===== src/hw/rtl/prd_pkg.sv =====
// Shared types and constants for the pool record deframer.
// No dependencies; every other RTL file refers to this package by scoped names.
`default_nettype none

package prd_pkg;

  localparam int unsigned BYTE_W   = 8;
  localparam int unsigned REP_W    = 7;
  localparam int unsigned STATUS_W = 3;
  localparam int unsigned SUM_W    = 30;
  localparam int unsigned DCNT_W   = 4;

  localparam logic [SUM_W-1:0] CHECKSUM_RESET = 30'd117275187;

  localparam logic [BYTE_W-1:0] CH_STAR    = 8'h2A;
  localparam logic [BYTE_W-1:0] CH_ZERO    = 8'h30;
  localparam logic [BYTE_W-1:0] CH_NINE    = 8'h39;
  localparam logic [BYTE_W-1:0] CH_NEWLINE = 8'h0A;
  localparam logic [BYTE_W-1:0] CH_SPACE   = 8'h20;

  typedef enum logic [2:0] {
    PH_HDR1 = 3'd0,
    PH_HDR2 = 3'd1,
    PH_DATA = 3'd2,
    PH_SKIP = 3'd3,
    PH_CSUM = 3'd4,
    PH_DONE = 3'd5,
    PH_ERR  = 3'd6
  } phase_t;

  typedef enum logic [STATUS_W-1:0] {
    ST_DATA     = 3'd0,
    ST_OK       = 3'd1,
    ST_NOSUM    = 3'd2,
    ST_BADDIG   = 3'd3,
    ST_MISMATCH = 3'd4,
    ST_BADLEN   = 3'd5
  } status_t;

  function automatic logic is_digit(input logic [BYTE_W-1:0] b);
    return (b >= CH_ZERO) && (b <= CH_NINE);
  endfunction

endpackage

`default_nettype wire


===== src/hw/rtl/prd_if.sv =====
// Valid/ready stream interfaces for the deframer's byte input and result output.
// Depends on prd_pkg for field widths.
`default_nettype none

interface prd_in_if;
  logic                          valid;
  logic                          ready;
  logic [prd_pkg::BYTE_W-1:0]    in_byte;
  logic                          stream_end;

  modport source (output valid, output in_byte, output stream_end, input ready);
  modport sink   (input valid, input in_byte, input stream_end, output ready);
endinterface

interface prd_out_if;
  logic                          valid;
  logic                          ready;
  logic [prd_pkg::BYTE_W-1:0]    out_byte;
  logic [prd_pkg::REP_W-1:0]     repeat_res;
  logic                          end_of_string;
  logic [prd_pkg::STATUS_W-1:0]  status;

  modport source (output valid, output out_byte, output repeat_res,
                  output end_of_string, output status, input ready);
  modport sink   (input valid, input out_byte, input repeat_res,
                  input end_of_string, input status, output ready);
endinterface

`default_nettype wire


===== src/hw/rtl/pool_record_deframer.sv =====
// Pool record deframer: top level, single module.
// Depends on prd_pkg and the prd_in_if / prd_out_if stream interfaces.
//
// Takes one stream byte per transaction and yields at most one result per byte.
// Each byte lands in an input register, the parser state update and result
// formation are one short combinational step (the widest part is the checksum
// multiply-by-ten-and-add plus its compare), and the result lands in an output
// register. Sustained rate is one byte per cycle while the sink keeps
// out_ch.ready high; when a result is stalled, the input register still takes
// one more transaction before in_ch.ready drops. A result reaches out_ch when
// its byte moves from the input register into a free output register. Records
// are a two-digit length and that many string bytes, a '*' record holds
// CHECKSUM_DIGITS decimal digits checked against the value written through
// cfg_wdata into expected_r. After a done or error status the block
// swallows every further byte until reset. Write cfg only while idle.
`default_nettype none

module pool_record_deframer #(
  parameter int unsigned CHECKSUM_DIGITS = 9
) (
  input  wire logic                        clk,
  input  wire logic                        rst_n,
  input  wire logic                        cfg_we,
  input  wire logic [prd_pkg::SUM_W-1:0]   cfg_wdata,
  prd_in_if.sink                           in_ch,
  prd_out_if.source                        out_ch
);

  localparam logic [prd_pkg::DCNT_W-1:0] NDIG = prd_pkg::DCNT_W'(CHECKSUM_DIGITS);

  // Configuration register.
  logic [prd_pkg::SUM_W-1:0] expected_r;

  // Input register.
  logic                          s1_valid_r;
  logic [prd_pkg::BYTE_W-1:0]    s1_byte_r;
  logic                          s1_end_r;

  // Parser state.
  prd_pkg::phase_t               phase_r, phase_nxt;
  logic [prd_pkg::BYTE_W-1:0]    tens_r, tens_nxt;
  logic [prd_pkg::REP_W-1:0]     left_r, left_nxt;
  logic [prd_pkg::DCNT_W-1:0]    dcnt_r, dcnt_nxt;
  logic [prd_pkg::SUM_W-1:0]     sum_r, sum_nxt;

  // Output register.
  logic                          out_valid_r, out_valid_nxt;
  logic [prd_pkg::BYTE_W-1:0]    out_byte_r, res_byte;
  logic [prd_pkg::REP_W-1:0]     out_rep_r, res_rep;
  logic                          out_eos_r, res_eos;
  prd_pkg::status_t              out_st_r, res_st;
  logic                          res_valid;

  logic advance;

  // Checksum digit helper values.
  logic                          csum_first;
  logic [prd_pkg::SUM_W-1:0]     sum_base, sum_acc;
  logic [prd_pkg::DCNT_W-1:0]    dcnt_base, dcnt_acc;
  logic [3:0]                    tens_val, unit_val;

  // The input register moves on whenever the output register is free or drained.
  assign advance     = s1_valid_r && (!out_valid_r || out_ch.ready);
  assign in_ch.ready = !s1_valid_r || advance;

  assign out_ch.valid         = out_valid_r;
  assign out_ch.out_byte      = out_byte_r;
  assign out_ch.repeat_res    = out_rep_r;
  assign out_ch.end_of_string = out_eos_r;
  assign out_ch.status        = out_st_r;

  // A '*' header restarts the accumulation from zero on its second byte.
  assign csum_first = (phase_r == prd_pkg::PH_HDR2);
  assign sum_base   = csum_first ? '0 : sum_r;
  assign dcnt_base  = csum_first ? '0 : dcnt_r;
  assign sum_acc    = (sum_base << 3) + (sum_base << 1)
                    + prd_pkg::SUM_W'(s1_byte_r[3:0]);
  assign dcnt_acc   = dcnt_base + 1'b1;

  assign tens_val = tens_r[3:0];
  assign unit_val = s1_byte_r[3:0];

  always_comb begin
    phase_nxt = phase_r;
    tens_nxt  = tens_r;
    left_nxt  = left_r;
    dcnt_nxt  = dcnt_r;
    sum_nxt   = sum_r;
    res_valid = 1'b0;
    res_byte  = '0;
    res_rep   = '0;
    res_eos   = 1'b0;
    res_st    = prd_pkg::ST_DATA;

    if (phase_r == prd_pkg::PH_DONE || phase_r == prd_pkg::PH_ERR) begin
      // Swallow everything until reset.
    end else if (s1_end_r) begin
      phase_nxt = prd_pkg::PH_ERR;
      res_valid = 1'b1;
      res_st    = prd_pkg::ST_NOSUM;
    end else begin
      case (phase_r)
        prd_pkg::PH_HDR1: begin
          tens_nxt  = s1_byte_r;
          phase_nxt = prd_pkg::PH_HDR2;
        end
        prd_pkg::PH_HDR2, prd_pkg::PH_CSUM: begin
          if (phase_r == prd_pkg::PH_HDR2 && tens_r != prd_pkg::CH_STAR) begin
            // Length header.
            if (!prd_pkg::is_digit(tens_r) || !prd_pkg::is_digit(s1_byte_r)) begin
              phase_nxt = prd_pkg::PH_ERR;
              res_valid = 1'b1;
              res_st    = prd_pkg::ST_BADLEN;
            end else begin
              left_nxt = prd_pkg::REP_W'({tens_val, 3'b000})
                       + prd_pkg::REP_W'({tens_val, 1'b0})
                       + prd_pkg::REP_W'(unit_val);
              if (tens_val == 4'd0 && unit_val == 4'd0) begin
                phase_nxt = prd_pkg::PH_SKIP;
                res_valid = 1'b1;
                res_eos   = 1'b1;
              end else begin
                phase_nxt = prd_pkg::PH_DATA;
              end
            end
          end else begin
            // Checksum digit.
            if (!prd_pkg::is_digit(s1_byte_r)) begin
              phase_nxt = prd_pkg::PH_ERR;
              res_valid = 1'b1;
              res_st    = prd_pkg::ST_BADDIG;
            end else begin
              sum_nxt  = sum_acc;
              dcnt_nxt = dcnt_acc;
              if (dcnt_acc >= NDIG) begin
                res_valid = 1'b1;
                if (sum_acc != expected_r) begin
                  phase_nxt = prd_pkg::PH_ERR;
                  res_st    = prd_pkg::ST_MISMATCH;
                end else begin
                  phase_nxt = prd_pkg::PH_DONE;
                  res_st    = prd_pkg::ST_OK;
                end
              end else begin
                phase_nxt = prd_pkg::PH_CSUM;
              end
            end
          end
        end
        prd_pkg::PH_DATA: begin
          res_valid = 1'b1;
          if (s1_byte_r == prd_pkg::CH_NEWLINE) begin
            // Early newline: pad the rest with spaces.
            res_byte  = prd_pkg::CH_SPACE;
            res_rep   = left_r;
            res_eos   = 1'b1;
            left_nxt  = '0;
            phase_nxt = prd_pkg::PH_HDR1;
          end else begin
            res_byte = s1_byte_r;
            res_rep  = prd_pkg::REP_W'(1);
            left_nxt = left_r - 1'b1;
            if (left_r == prd_pkg::REP_W'(1)) begin
              res_eos   = 1'b1;
              phase_nxt = prd_pkg::PH_SKIP;
            end
          end
        end
        prd_pkg::PH_SKIP: begin
          if (s1_byte_r == prd_pkg::CH_NEWLINE) begin
            phase_nxt = prd_pkg::PH_HDR1;
          end
        end
        default: begin
          phase_nxt = prd_pkg::PH_ERR;
          res_valid = 1'b1;
          res_st    = prd_pkg::ST_NOSUM;
        end
      endcase
    end
  end

  always_comb begin
    if (advance) begin
      out_valid_nxt = res_valid;
    end else if (out_ch.ready) begin
      out_valid_nxt = 1'b0;
    end else begin
      out_valid_nxt = out_valid_r;
    end
  end

  // Control state and parser state.
  always_ff @(posedge clk) begin
    if (!rst_n) begin
      expected_r  <= prd_pkg::CHECKSUM_RESET;
      s1_valid_r  <= 1'b0;
      out_valid_r <= 1'b0;
      phase_r     <= prd_pkg::PH_HDR1;
      tens_r      <= '0;
      left_r      <= '0;
      dcnt_r      <= '0;
      sum_r       <= '0;
    end else begin
      if (cfg_we) begin
        expected_r <= cfg_wdata;
      end
      if (in_ch.ready) begin
        s1_valid_r <= in_ch.valid;
      end
      out_valid_r <= out_valid_nxt;
      if (advance) begin
        phase_r <= phase_nxt;
        tens_r  <= tens_nxt;
        left_r  <= left_nxt;
        dcnt_r  <= dcnt_nxt;
        sum_r   <= sum_nxt;
      end
    end
  end

  // Payload registers: hold on stall, load on transaction or advance.
  always_ff @(posedge clk) begin
    if (in_ch.ready && in_ch.valid) begin
      s1_byte_r <= in_ch.in_byte;
      s1_end_r  <= in_ch.stream_end;
    end
    if (advance && res_valid) begin
      out_byte_r <= res_byte;
      out_rep_r  <= res_rep;
      out_eos_r  <= res_eos;
      out_st_r   <= res_st;
    end
  end

endmodule

`default_nettype wire

===== src/flat_wrapper.sv =====
// flat-port wrapper written by rule: the top's interface ports become plain ports
module pool_record_deframer_flat 
#(
  parameter int unsigned CHECKSUM_DIGITS = 9
)
  (clk, rst_n, cfg_we, cfg_wdata, in_ch_valid, in_ch_in_byte, in_ch_stream_end, in_ch_ready, out_ch_valid, out_ch_out_byte, out_ch_repeat_res, out_ch_end_of_string, out_ch_status, out_ch_ready);
  prd_in_if in_ch_i ();
  prd_out_if out_ch_i ();
  input  wire logic clk;
  input  wire logic rst_n;
  input  wire logic cfg_we;
  input  wire logic [prd_pkg::SUM_W-1:0] cfg_wdata;
  input wire logic [$bits(in_ch_i.valid)-1:0] in_ch_valid;
  input wire logic [$bits(in_ch_i.in_byte)-1:0] in_ch_in_byte;
  input wire logic [$bits(in_ch_i.stream_end)-1:0] in_ch_stream_end;
  output wire logic [$bits(in_ch_i.ready)-1:0] in_ch_ready;
  output wire logic [$bits(out_ch_i.valid)-1:0] out_ch_valid;
  output wire logic [$bits(out_ch_i.out_byte)-1:0] out_ch_out_byte;
  output wire logic [$bits(out_ch_i.repeat_res)-1:0] out_ch_repeat_res;
  output wire logic [$bits(out_ch_i.end_of_string)-1:0] out_ch_end_of_string;
  output wire logic [$bits(out_ch_i.status)-1:0] out_ch_status;
  input wire logic [$bits(out_ch_i.ready)-1:0] out_ch_ready;
  assign in_ch_i.valid = in_ch_valid;
  assign in_ch_i.in_byte = in_ch_in_byte;
  assign in_ch_i.stream_end = in_ch_stream_end;
  assign in_ch_ready = in_ch_i.ready;
  assign out_ch_valid = out_ch_i.valid;
  assign out_ch_out_byte = out_ch_i.out_byte;
  assign out_ch_repeat_res = out_ch_i.repeat_res;
  assign out_ch_end_of_string = out_ch_i.end_of_string;
  assign out_ch_status = out_ch_i.status;
  assign out_ch_i.ready = out_ch_ready;
  pool_record_deframer #(.CHECKSUM_DIGITS(CHECKSUM_DIGITS)) u_core (.clk(clk), .rst_n(rst_n), .cfg_we(cfg_we), .cfg_wdata(cfg_wdata), .in_ch(in_ch_i), .out_ch(out_ch_i));
endmodule

===== config.mk =====
export PLATFORM = sky130hd
export DESIGN_NAME = pool_record_deframer_flat
export DESIGN_NICKNAME = d
export VERILOG_FILES = /design/src/hw/rtl/prd_pkg.sv /design/src/hw/rtl/prd_if.sv /design/src/hw/rtl/pool_record_deframer.sv /design/src/flat_wrapper.sv
export SDC_FILE = /design/constraint.sdc
export NUM_CORES = 1
export LEC_CHECK = 0
export BUFFER_PORTS_ARGS = -buffer_cell sky130_fd_sc_hd__buf_2
export CORE_MARGIN = 2
export CORE_UTILIZATION = 29
export CTS_CLUSTER_SIZE = 16
export DETAILED_ROUTE_END_ITERATION = 10
export PLACE_DENSITY = 0.42
export SYNTH_ARGS = -nofsm -noshare
export SYNTH_HDL_FRONTEND = slang
export SYNTH_SLANG_ARGS = --single-unit

===== constraint.sdc =====
create_clock -name clk -period 11.73 [get_ports clk]
set_input_delay 2.346 -clock clk [delete_from_list [all_inputs] [get_ports clk]]
set_output_delay 2.346 -clock clk [all_outputs]
set_load 0.005 [all_outputs]

==> results.sh <==
export IMPL_skew_ns=0.0191
export IMPL_critical_path_arrival_ns=5.61
export IMPL_crit_chain="nor3b_2 -> buf_4 -> nor2b_1 -> ha_1 -> ha_1 -> fa_1 -> xnor2_2 -> xnor2_1 -> or4_1 -> a2111oi_2 -> o2111ai_1 -> nor4_1 -> nand4_1 -> or4_4 -> a2111oi_2 -> o22ai_1"
export IMPL_holdCritPathClass="reg2reg"
export IMPL_synthDistinctLibCells=78
export IMPL_synth_fa_ha_area_frac=0.116
export IMPL_htreeDepth=3
export IMPL_wl_per_cell_um=16.9
export IMPL_seqCellArea_um2=2500
export IMPL_drc=0
export IMPL_reg2reg_to="u_core.out_ch.status[2]"
export IMPL_die_area_um2=27700
export IMPL_vias=6305
export IMPL_netlist_instances=874
export IMPL_vias_per_cell=5.06
export IMPL_grt_max_degree=84
export IMPL_drt_iter0_drc=356
export IMPL_p_leak_nw=3.67
export IMPL_cts_buffers=9
export IMPL_worst_slew_pin_transition_ns=0.836
export IMPL_clock_path_buffers=2
export IMPL_ff2ff_path_depth=16
export IMPL_path_max_fanout=37
export IMPL_fmax_mhz=182
export IMPL_grt_pass1_vias=6122
export IMPL_overflow=0
export IMPL_irDropWorstVdd_mv=0.0529
export IMPL_core_rowCount=59
export IMPL_synthTopCellsByArea="dfxtp_1, edfxtp_1, ha_1, nand2_1, mux2i_1"
export IMPL_ys_ff_latch=111
export IMPL_reg2reg_from="u_core.phase_r[0]"
export IMPL_rsz0062_at_grt="no"
export IMPL_maxSlewHeadroom=0.443
export IMPL_cts_sinks=111
export IMPL_ctsHoldBuffers=0
export IMPL_crit_family="simple AND/OR/NAND/NOR gates"
export IMPL_syn_to_final_growth_pct=11.6
export IMPL_final_common_cell="nand2_1"
export IMPL_avgSynthCellArea_um2=8.76
export IMPL_fin_setup_tns_ns=0
export IMPL_drive_above_1_share=0.115
export IMPL_clk_latency_ns=0.37
export IMPL_muxShareOfSynthArea=0.0510
export IMPL_synth_top_family_by_area="simple AND/OR/NAND/NOR gates"
export IMPL_placed_cells=1231
export IMPL_post_cts_buffers=0
export IMPL_drt_wl_total_mm=21.1
export IMPL_cp_required_ns=11.83
export IMPL_finalCritPeriodShare=0.469
export IMPL_drv_cap=0
export IMPL_hold_worst_slack_ns=0.462
export IMPL_yosysSeqAreaShare=0.327
export IMPL_post_place_ws_ns=6.22
export IMPL_io_buffers=64
export IMPL_async_flop_share=0
export IMPL_maxSlewViolCount=0
export IMPL_synthXorXnorAreaFrac=0.0741
export IMPL_fin_nets=1020
export IMPL_max_stage_delay_ns=0.69
export IMPL_layout_common_cells="nand2_1, dfxtp_1, ha_1"
export IMPL_critPathKind="reg2reg"
export IMPL_multi_input_area_um2=4910
export IMPL_rrSetupSlack_ns=6.23
export IMPL_outcome="finished clean"
export IMPL_yosys_area_share_simple=0.217
export IMPL_hold_viol_final=0
export IMPL_ys_flop_type="dfxtp_1"
export IMPL_grt_pass1_wl_mm=34.2
export IMPL_min_path_cells=2
export IMPL_place_gp_congestion=0.828
export IMPL_fill_cells=2811
export IMPL_antenna_cells=0
export IMPL_syn_num_nets=987
export IMPL_first_pass_iters=4
export IMPL_ios=65
export IMPL_tritoncts="built"
export IMPL_antenna_found_initial=0
export IMPL_yosysWarningCount=0
export IMPL_start_util=0.295
export IMPL_power_density_nw_per_um2=95.7
export IMPL_finalCriticalPeriod_ns=5.50
export IMPL_setup_viol_count_final=0
export IMPL_synth_compound_area_share=0.181
export IMPL_fp_dieW_um=166
export IMPL_synth_top_area_cell="dfxtp_1"
export IMPL_place_hpwl_mm=15.6
export IMPL_final_cells=1247
export IMPL_synthesis_area_um2=7650
export IMPL_postCtsResizedCells=0
export IMPL_drtAntennaViolNets=0
export IMPL_endpoint_kind="flip-flop"
export IMPL_worstHoldEndpoint="u_core.sum_r[6]"
export IMPL_synth_edf_count=28
export IMPL_core_area_um2=26000
export IMPL_grt_total_usage=0.154
export IMPL_setup_ws_ns=6.23
export IMPL_final_util=0.329
export IMPL_hp_start="u_core.sum_r[6]"
export IMPL_cp_start_kind="flip-flop"
export IMPL_die_h_um=166
export IMPL_synth_top_area_share=0.217
export IMPL_critPathSlowestCell="dfxtp_1"
export IMPL_crit_buf_inv=1
export IMPL_path_clk_slew_ns=0.08
export IMPL_root_buffer="clkbuf_16"
==> state kept, by name (all words and copies together), names as in the netlist, 4 cells and up <==
register,count
u_core.dcnt_r,4
u_core.sum_r,29
u_core.out_ch.repeat_res,7
u_core.expected_r,30
u_core.tens_r,8
u_core.out_ch.out_byte,8
u_core.s1_byte_r,8
u_core.left_r,7
==> cell families after synthesis <==
group	count (synthesis)
compound gates	204
xor+xnor	58
fa+ha+maj	69
buf+inv	63
flops	111
mux	39
simple gates	330
==> report_power, final <==
part	internal, mW	switching (mW)	total (mW)
Combinational	0.0357	0.0431	0.0788
Clock	0.151	0.166	0.317
Sequential	0.406	0.0154	0.421
==> tightest hold or removal path, delay by kind of cell (launching register included) <==
| kind | cells | cell delay [ns] |
|---|---|---|
| simple gates | 1 | 0.04 |
| flops | 1 | 0.31 |
| compound gates | 1 | 0.06 |
==> final cells by class <==
cell class / instances / area share
clock inverters: 6 / 0.00703
well taps: 335 / 0.0491
inverters: 14 / 0.00615
flip-flops and latches: 111 / 0.293
repair buffers: 71 / 0.0436
clock buffers: 10 / 0.0268
multi-input cells: 700 / 0.574
==> cells in the mapped netlist, drive strengths merged, types with 7 or more instances <==
master and n:
a211oi 7, a21boi 24, a21o 8, a21oi 49, and2 20, and3 14
buf 9, clkbuf 40, dfxtp 83, edfxtp 28, ha 66, inv 14
mux2i 39, nand2 116, nand2b 7, nand3 12, nand4 18, nor2 46
nor2b 56, nor3 14, nor4 8, o211a 7, o21a 8, o21ai 48
xnor2 34, xor2 21
==> worst max-delay path by stage <==
stage | start | to | slack (ns) | cells past startpoint
after floorplan | u_core.phase_r[1] | u_core.out_ch.status[0] | 6.26 | 18
after detailed placement | u_core.phase_r[0] | u_core.out_ch.status[2] | 6.22 | 16
after global placement | u_core.phase_r[0] | u_core.out_ch.status[2] | 6.29 | 16
after CTS | u_core.phase_r[0] | u_core.out_ch.status[2] | 6.21 | 16
after global routing | u_core.phase_r[0] | u_core.out_ch.status[2] | 5.78 | 16
final | u_core.phase_r[0] | u_core.out_ch.status[2] | 6.23 | 16
==> per-stage QoR <==
| step | area (µm²) | power [mW] |
|---|---|---|
| 6_report | 8540 | 0.818 |
| 5_1_grt | 8540 | 0.860 |
| 4_1_cts | 8540 | 0.834 |
| 3_5_place_dp | 8260 | 0.511 |
| 3_3_place_gp | 8260 | 0.511 |
| 2_1_floorplan | 7650 | 0.478 |
==> per-layer routing <==
metal	share of wire	up-vias	global-route usage
met4	0.012	0	0.0371
met1	0.50	2995	0.216
met3	0.026	16	0.0212
met2	0.46	90	0.248
li1	-	3204	-
met5	0	-	0
Note: power is estimated with default switching activity, not from simulation.
